### config.mk
export PLATFORM = sky130hd
export DESIGN_NAME = led_mode_pwm_driver_top
export DESIGN_NICKNAME = d
export VERILOG_FILES = /design/src/rtl/lmpd_pkg.sv /design/src/rtl/lmpd_core.sv /design/src/rtl/lmpd_skid.sv /design/src/rtl/led_mode_pwm_driver_top.sv
export SDC_FILE = /design/constraint.sdc
export NUM_CORES = 1
export LEC_CHECK = 0
export ABC_AREA = 1
export BUFFER_PORTS_ARGS = -buffer_cell sky130_fd_sc_hd__buf_2
export CAP_MARGIN = 20
export CORE_MARGIN = 2
export CORE_UTILIZATION = 35
export CTS_CLUSTER_DIAMETER = 100
export DETAILED_ROUTE_END_ITERATION = 8
export PLACE_DENSITY = 0.59
export SLEW_MARGIN = 20
export SYNTH_ARGS = -nofsm -noshare
export SYNTH_HDL_FRONTEND = slang
export SYNTH_SLANG_ARGS = --single-unit
export TNS_END_PERCENT = 30
### constraint.sdc
create_clock -name i_clk -period 5.1 [get_ports i_clk]
set_input_delay 1.275 -clock i_clk [delete_from_list [all_inputs] [get_ports i_clk]]
set_output_delay 1.275 -clock i_clk [all_outputs]
set_load 0.02 [all_outputs]
### src/rtl/lmpd_pkg.sv
// Package of the LED mode PWM driver: codes, widths, the result struct
// and the pin polarity helper. Depends on nothing.
`default_nettype none

package lmpd_pkg;

    localparam int LEVEL_W     = 8;
    localparam int MODE_W      = 3;
    localparam int ACTION_W    = 2;
    localparam int ACC_W       = 9;
    localparam int CFG_IDX_W   = 1;
    localparam int CFG_DATA_W  = 8;
    localparam int IN_TDATA_W  = 16;
    localparam int IN_TUSER_W  = ACTION_W;
    localparam int OUT_TDATA_W = 16;

    localparam int BLINK_PERIOD = 100;
    localparam int BLINK_W      = $clog2(BLINK_PERIOD);

    localparam logic [LEVEL_W-1:0] LEVEL_MAX = 8'd255;

    localparam logic [CFG_DATA_W-1:0] SMOOTH_DELAY_RST = 8'd2;
    localparam logic                  ACTIVE_HIGH_RST  = 1'b1;

    localparam logic [CFG_IDX_W-1:0] REG_SMOOTH_DELAY = 1'd0;
    localparam logic [CFG_IDX_W-1:0] REG_ACTIVE_HIGH  = 1'd1;

    typedef enum logic [ACTION_W-1:0] {
        ACT_TICK      = 2'd0,
        ACT_SET_MODE  = 2'd1,
        ACT_SET_LEVEL = 2'd2
    } t_action;

    typedef enum logic [MODE_W-1:0] {
        MODE_OFF            = 3'd0,
        MODE_ON             = 3'd1,
        MODE_SMOOTH_ON      = 3'd2,
        MODE_SMOOTH_OFF     = 3'd3,
        MODE_THROB          = 3'd4,
        MODE_BLINK          = 3'd5,
        MODE_MOMENTARY      = 3'd6,
        MODE_MOMENTARY_DOWN = 3'd7
    } t_mode;

    typedef struct packed {
        t_mode               mode;
        logic [LEVEL_W-1:0]  level;
        logic                pin;
    } t_result;

    // Electrical pin level for a wanted LED state under the given polarity.
    function automatic logic drive_pin(input logic lit, input logic active_high);
        return ~(lit ^ active_high);
    endfunction

endpackage

`default_nettype wire

### src/rtl/lmpd_core.sv
// State and next-state logic of the LED mode PWM driver: configuration
// registers, mode, intensity, phases and PWM accumulator. Uses lmpd_pkg.
`default_nettype none

module lmpd_core (
    input  logic                             i_clk,
    input  logic                             i_rst_n,
    input  logic                             i_cfg_valid,
    input  logic [lmpd_pkg::CFG_IDX_W-1:0]   i_cfg_index,
    input  logic [lmpd_pkg::CFG_DATA_W-1:0]  i_cfg_data,
    input  logic                             i_fire,
    input  logic [lmpd_pkg::ACTION_W-1:0]    i_action,
    input  logic [lmpd_pkg::MODE_W-1:0]      i_new_mode,
    input  logic [lmpd_pkg::LEVEL_W-1:0]     i_new_level,
    output lmpd_pkg::t_result                o_res
);
    import lmpd_pkg::*;

    logic [CFG_DATA_W-1:0] r_smooth_delay;
    logic                  r_active_high;

    t_mode                 r_mode,         n_mode;
    logic [LEVEL_W-1:0]    r_level,        n_level;
    logic                  r_rising,       n_rising;
    logic [ACC_W-1:0]      r_acc,          n_acc;
    logic [LEVEL_W-1:0]    r_delay_phase,  n_delay_phase;
    logic [BLINK_W-1:0]    r_blink_phase,  n_blink_phase;
    logic                  r_pin,          n_pin;

    logic [LEVEL_W-1:0]    sd_eff;
    logic [LEVEL_W:0]      dp_inc;
    logic [BLINK_W:0]      bp_inc;
    logic                  step;
    logic                  rising_t;
    logic                  is_blink;
    logic [ACC_W:0]        acc_sum;

    always_ff @(posedge i_clk) begin
        if (!i_rst_n) begin
            r_smooth_delay <= SMOOTH_DELAY_RST;
            r_active_high  <= ACTIVE_HIGH_RST;
        end else if (i_cfg_valid) begin
            case (i_cfg_index)
                REG_SMOOTH_DELAY: r_smooth_delay <= i_cfg_data;
                REG_ACTIVE_HIGH:  r_active_high  <= i_cfg_data[0];
                default: ;
            endcase
        end
    end

    always_ff @(posedge i_clk) begin
        if (!i_rst_n) begin
            r_mode        <= MODE_OFF;
            r_level       <= '0;
            r_rising      <= 1'b0;
            r_acc         <= '0;
            r_delay_phase <= '0;
            r_blink_phase <= '0;
            r_pin         <= 1'b0;
        end else if (i_fire) begin
            r_mode        <= n_mode;
            r_level       <= n_level;
            r_rising      <= n_rising;
            r_acc         <= n_acc;
            r_delay_phase <= n_delay_phase;
            r_blink_phase <= n_blink_phase;
            r_pin         <= n_pin;
        end
    end

    always_comb begin
        n_mode        = r_mode;
        n_level       = r_level;
        n_rising      = r_rising;
        n_acc         = r_acc;
        n_delay_phase = r_delay_phase;
        n_blink_phase = r_blink_phase;
        n_pin         = r_pin;

        // A smoothing delay of zero behaves as one.
        sd_eff   = (r_smooth_delay == '0) ? LEVEL_W'(1) : r_smooth_delay;
        dp_inc   = {1'b0, r_delay_phase} + (LEVEL_W+1)'(1);
        bp_inc   = {1'b0, r_blink_phase} + (BLINK_W+1)'(1);
        step     = 1'b0;
        rising_t = r_rising;
        is_blink = 1'b0;
        acc_sum  = '0;

        case (t_action'(i_action))
            ACT_TICK: begin
                n_delay_phase = (dp_inc >= {1'b0, sd_eff}) ? '0 : dp_inc[LEVEL_W-1:0];
                n_blink_phase = (bp_inc >= (BLINK_W+1)'(BLINK_PERIOD)) ? '0
                                                                      : bp_inc[BLINK_W-1:0];
                step = (n_delay_phase == '0);

                case (r_mode)
                    MODE_SMOOTH_ON: begin
                        if (r_level != LEVEL_MAX) n_level = r_level + LEVEL_W'(1);
                    end
                    MODE_SMOOTH_OFF: begin
                        if (r_level != '0 && step) n_level = r_level - LEVEL_W'(1);
                    end
                    MODE_THROB: begin
                        if (r_level == '0) rising_t = 1'b1;
                        else if (r_level == LEVEL_MAX) rising_t = 1'b0;
                        n_rising = rising_t;
                        if (step) begin
                            if (rising_t && r_level != LEVEL_MAX)
                                n_level = r_level + LEVEL_W'(1);
                            else if (!rising_t && r_level != '0)
                                n_level = r_level - LEVEL_W'(1);
                        end
                    end
                    MODE_BLINK: begin
                        is_blink = 1'b1;
                    end
                    MODE_MOMENTARY: begin
                        if (r_level == LEVEL_MAX) n_mode = MODE_MOMENTARY_DOWN;
                        else n_level = r_level + LEVEL_W'(1);
                    end
                    MODE_MOMENTARY_DOWN: begin
                        if (r_level == '0) n_mode = MODE_OFF;
                        else n_level = r_level - LEVEL_W'(1);
                    end
                    default: ;
                endcase

                if (is_blink) begin
                    // Dark for the first half of the period, lit for the second.
                    n_pin = drive_pin(n_blink_phase >= BLINK_W'(BLINK_PERIOD / 2),
                                      r_active_high);
                end else begin
                    acc_sum = {1'b0, r_acc} + {2'b00, n_level};
                    if (acc_sum >= (ACC_W+1)'(LEVEL_MAX)) begin
                        n_pin = drive_pin(1'b1, r_active_high);
                        n_acc = ACC_W'(acc_sum - (ACC_W+1)'(LEVEL_MAX));
                    end else begin
                        n_pin = drive_pin(1'b0, r_active_high);
                        n_acc = acc_sum[ACC_W-1:0];
                    end
                end
            end
            ACT_SET_MODE: begin
                n_mode = t_mode'(i_new_mode);
                case (t_mode'(i_new_mode))
                    MODE_OFF: begin
                        n_level = '0;
                        n_acc   = '0;
                    end
                    MODE_ON: begin
                        n_level = LEVEL_MAX;
                        n_acc   = '0;
                    end
                    MODE_THROB: begin
                        n_rising = (r_level == '0);
                    end
                    MODE_BLINK: begin
                        n_level = '0;
                    end
                    default: ;
                endcase
            end
            ACT_SET_LEVEL: begin
                n_level = i_new_level;
                n_acc   = '0;
            end
            default: ;
        endcase
    end

    assign o_res.mode  = n_mode;
    assign o_res.level = n_level;
    assign o_res.pin   = n_pin;

endmodule

`default_nettype wire

### src/rtl/lmpd_skid.sv
// Two-entry output buffer of the LED mode PWM driver: a result register
// and a skid register, with a registered ready. Uses lmpd_pkg.
`default_nettype none

module lmpd_skid (
    input  logic               i_clk,
    input  logic               i_rst_n,
    input  logic               i_valid,
    output logic               o_ready,
    input  lmpd_pkg::t_result  i_res,
    output logic               o_valid,
    input  logic               i_ready,
    output lmpd_pkg::t_result  o_res
);
    import lmpd_pkg::*;

    logic    r_main_valid;
    logic    r_skid_valid;
    t_result r_main;
    t_result r_skid;
    logic    in_fire;
    logic    out_fire;

    assign o_ready  = ~r_skid_valid;
    assign in_fire  = i_valid & ~r_skid_valid;
    assign out_fire = r_main_valid & i_ready;

    always_ff @(posedge i_clk) begin
        if (!i_rst_n) begin
            r_main_valid <= 1'b0;
            r_skid_valid <= 1'b0;
        end else if (r_skid_valid) begin
            if (out_fire) begin
                r_skid_valid <= 1'b0;
            end
        end else if (in_fire) begin
            if (!r_main_valid || out_fire) begin
                r_main_valid <= 1'b1;
            end else begin
                r_skid_valid <= 1'b1;
            end
        end else if (out_fire) begin
            r_main_valid <= 1'b0;
        end
    end

    always_ff @(posedge i_clk) begin
        if (r_skid_valid) begin
            if (out_fire) r_main <= r_skid;
        end else if (in_fire) begin
            if (!r_main_valid || out_fire) r_main <= i_res;
            else r_skid <= i_res;
        end
    end

    assign o_valid = r_main_valid;
    assign o_res   = r_main;

endmodule

`default_nettype wire

### src/rtl/led_mode_pwm_driver_top.sv
// Top level of the LED mode PWM driver: stream ports, configuration port,
// state core and output buffer. Uses lmpd_pkg, lmpd_core and lmpd_skid.
//
//  Channel   Direction  Handshake                      Payload
//  s_axis    in         s_axis_tvalid / s_axis_tready  tuser: action; tdata: mode, level
//  m_axis    out        m_axis_tvalid / m_axis_tready  tdata: pin, level, mode
//  cfg       in         i_cfg_valid / o_cfg_ready      i_cfg_index, i_cfg_data
//
// The state registers update at the edge that accepts an item, and its result
// is registered at that same edge, in the output register or the skid register.
// The rate is set by the state update, so one item per clock
// is sustained while results are taken.
// Reset is synchronous and active low; it restores the default registers.
// A stalled output fills the skid register, after which input ready drops.
//
// The block lights one LED pin. An item is a tick, a mode change or an
// intensity write; every item gives exactly one result carrying the pin
// level, the intensity and the mode after the item. On a tick the mode may
// ramp the intensity and the intensity is added into a PWM accumulator,
// lighting the pin whenever the sum reaches 255. Blink mode instead drives
// the pin from a fixed period counter. Configuration writes are always
// ready and are meant to land while the block is idle.
`default_nettype none

module led_mode_pwm_driver_top (
    input  logic                                i_clk,
    input  logic                                i_rst_n,
    // Input items.
    input  logic                                s_axis_tvalid,
    output logic                                s_axis_tready,
    input  logic [lmpd_pkg::IN_TUSER_W-1:0]     s_axis_tuser,  // [1:0] action
    input  logic [lmpd_pkg::IN_TDATA_W-1:0]     s_axis_tdata,  // [2:0] new_mode, [10:3] new_level
    // Result items.
    output logic                                m_axis_tvalid,
    input  logic                                m_axis_tready,
    output logic [lmpd_pkg::OUT_TDATA_W-1:0]    m_axis_tdata,  // [0] pin_level, [8:1] level_now,
                                                               // [11:9] mode_now
    // Configuration writes: index 0 smooth_delay, index 1 active_high.
    input  logic                                i_cfg_valid,
    output logic                                o_cfg_ready,
    input  logic [lmpd_pkg::CFG_IDX_W-1:0]      i_cfg_index,
    input  logic [lmpd_pkg::CFG_DATA_W-1:0]     i_cfg_data
);
    import lmpd_pkg::*;

    t_result core_res;
    t_result out_res;
    logic    in_fire;

    assign o_cfg_ready = 1'b1;
    assign in_fire     = s_axis_tvalid & s_axis_tready;

    lmpd_core u_core (
        .i_clk       (i_clk),
        .i_rst_n     (i_rst_n),
        .i_cfg_valid (i_cfg_valid),
        .i_cfg_index (i_cfg_index),
        .i_cfg_data  (i_cfg_data),
        .i_fire      (in_fire),
        .i_action    (s_axis_tuser),
        .i_new_mode  (s_axis_tdata[MODE_W-1:0]),
        .i_new_level (s_axis_tdata[MODE_W+LEVEL_W-1:MODE_W]),
        .o_res       (core_res)
    );

    lmpd_skid u_skid (
        .i_clk   (i_clk),
        .i_rst_n (i_rst_n),
        .i_valid (s_axis_tvalid),
        .o_ready (s_axis_tready),
        .i_res   (core_res),
        .o_valid (m_axis_tvalid),
        .i_ready (m_axis_tready),
        .o_res   (out_res)
    );

    // Pin level in the lowest bit, then intensity, then mode; zeros above.
    assign m_axis_tdata = {(OUT_TDATA_W - MODE_W - LEVEL_W - 1)'(0),
                           out_res.mode, out_res.level, out_res.pin};

endmodule

`default_nettype wire

==> metrics <==
run status complete, no violations; number of antenna violations at the first check in global routing 0; FFs w/ async S/R, synth 0; post-route standard cell area excluding fillers 6340 µm²; area share of the largest cell type after synthesis 0.180; critical path startpoint u_core.r_delay_phase[1]; vias in the first global route 4403; final design utilization 0.420; number of rows created at floorplan 45; detailed-route DRC error count 0; time the worst path needs with I/O delays and setup around 4.7 ns; iteration count of the initial detailed-routing pass 4; Die Ht 128 µm; all-layer global routing usage 0.164; Crit. End Element flip-flop; main area contributors after synthesis dfxtp_1, edfxtp_1, nand2_1, ha_1, inv_1; largest net degree at the start of global routing 36; standard cell with the maximum stage delay on the critical path dfxtp_2; type of origin of the critical path flip-flop; most repeated library cell on the critical path nand2_1; Floorplan Core Area approximately 15000 µm²; depth of the worst register-to-register path 35; worst vdd ir 0.185 mV; x dimension of the die roughly 130 µm; Final setup viols 0; commonest cells in the synthesized netlist nand2_1, inv_1, a21oi_1; Sink Count 72; flip-flop cell with the highest count after synthesis dfxtp_1; Antenna Diode Count 0; drt via density 5.02; initial core utilization 0.355; total congestion overflow 0; biggest cell delay along the critical path around 0.39 ns; Post-Synthesis Mean Instance Area 7.26 µm²; DP Area 5760 µm²; final count of hold timing violations 0; total via count after detailed routing about 4900; Starting DRT DRC Count about 250; drt wl/cell 13.4 µm; Power Total 0.00201 W; wire length reported by the detailed router approximately 13000 µm; Reg-to-Reg Start u_core.r_delay_phase[1]; Syn Std Cell Area 5350 µm²; total of flip-flops plus latches after synthesis slightly above 70; PD cells 316 nW/µm²; crit-path max FO 8; number of buffers added by the clock tree synthesis step 9; number of pins exceeding their max-slew limit in the final report 0; # IOs 51; Worst slew margin 0.321; sequential fraction of the synthesis area 0.314; hold_sp u_core.r_rising; top-count cell post-synth nand2_1; WS Path Type flip-flop to flip-flop; number of nets in the layout 849; Clock H-tree levels 3; count of mapped cells out of synthesis 737; number of enable flip-flop cells after synthesis 24; post-route fraction of the period consumed by the critical path 0.930; TritonCTS clock tree done; wire length of the first global-routing pass approximately 22000 µm; final weighted congestion in routability-driven placement 0.861; number of buffers inserted by hold repair at cts 0; root buffer cell clkbuf_16; data required time at the worst endpoint 5.20 ns; placed wire-length estimate after detailed placement 9820 µm; clk buf depth 2; total die area 16300 µm²; total leakage power ~2.8 nW; # Max-Cap Violations 0; total number of yosys warnings 0; final clock skew 0.00690 ns; number of antenna-violating nets in the routed design 0; max frequency 211 MHz; hold depth 2; CP Data Arrival Time slightly below 5 ns; Distinct cells, synth 53; fraction of final layout cells with drive strength greater than 1 0.218; port buffer count 40; clock latency on the worst-skew pair 0.35 ns; Reg clk slew, reported paths 0.06 ns; post-synth top area cell dfxtp_1; signed area change from the synthesized netlist to the final layout 18.5%; transition at the pin with the smallest max-transition slack 1.02 ns; class of the worst hold path flip-flop to flip-flop
## what timing repair did
| item | in CTS | in global routing |
|---|---|---|
| buffers inserted | 0 | 7 |
| endpoints found under the setup margin | 0 | 12 |
| endpoints found under the hold margin | 0 | 0 |
| resized for setup | 0 | 36 |
## cell usage in the layout, fill, tap and decap left out, types with 6 or more instances in the layout
master,count
nand4_1,6
nand3_2,17
buf_4,25
o21ai_2,8
inv_1,74
a21oi_1,48
o21ai_0,49
nor2_1,31
ha_1,21
inv_2,7
nand3_1,50
a221oi_1,9
clkbuf_16,9
buf_2,40
nand2_2,18
a21oi_2,13
nor3_1,6
nand2_1,181
edfxtp_1,24
ha_4,6
dfxtp_1,45
xor2_1,21
o211ai_1,13
## per-stage QoR
step / setup TNS [ns] / hold WS (ns) / setup slack, ns / std cells
CTS: 0 / 0.468 / 0.00689 / 975
finish: 0 / 0.468 / 0.357 / 982
global placement: 0 / 0.454 / 0.0568 / 959
detailed placement: 0 / 0.456 / 0.0546 / 959
floorplan: 0 / 0.441 / 0.540 / 740
global route: -0.0490 / 0.488 / -0.0490 / 982
## routing by layer
metal,vias up,global-route usage,share of wire
met5,-,0,0
li1,2578,-,-
met2,71,0.263,0.48
met4,0,0.0356,0.0099
met1,2272,0.223,0.48
met3,10,0.0423,0.035
## final cells by class
class                           instances  area [µm²]
Inverter                               85         322
Tap cell                              188         235
Multi-Input combinational cell        555        3340
Fill cell                            1548        8750
Timing Repair Buffer                   66         399
Clock inverter                          5         129
Sequential cell                        72        1690
Clock buffer                           11         233
## power breakdown
part / internal [W] / switching, W / leakage (nW)
Clock: 0.000528 / 0.000247 / 0.174
Combinational: 0.000215 / 0.000348 / 2.00
Sequential: 0.000636 / 0.0000319 / 0.624
## critical path, delay by kind of cell, from the launching register on
family,cells,cell delay [ns]
buffers and inverters,3,0.39
flip-flops,1,0.39
AND/OR/NAND/NOR,24,2.17
adder cells (fa/ha/maj),3,0.76
AO/OA/AOI/OAI,3,0.43
XOR/XNOR,2,0.36
## registers in the layout, summed over array words and instances (netlist names)
signal,cells
u_core.r_active_high,1
u_skid.o_valid,1
u_skid.r_skid_valid,1
u_core.r_pin,1
u_skid.r_skid,12
u_core.r_blink_phase,7
u_core.r_acc,9
u_core.r_rising,1
u_core.r_delay_phase,8
u_core.r_level,8
u_core.r_mode,3
u_core.r_smooth_delay,8
u_skid.o_res,12
## cells by family (layout without fill, tap and decap cells)
family / after synthesis / in the layout / synth area share
AO/OA/AOI/OAI: 161 / 161 / 0.186
AND/OR/NAND/NOR: 333 / 333 / 0.292
flip-flops: 72 / 72 / 0.314
buffers and inverters: 113 / 167 / 0.0940
XOR/XNOR: 28 / 28 / 0.0458
adder cells (fa/ha/maj): 28 / 28 / 0.0669
other: 2 / 5 / 0.00140
## path summary, 6_finish.rpt
check	end	slack [ns]
max	u_skid.o_res[0]	0.36
min	u_core.r_rising	0.47
max reg2reg	u_skid.o_res[0]	0.36
min reg2reg	u_core.r_rising	0.47
No activity file was read; power rests on OpenSTA's default activity.
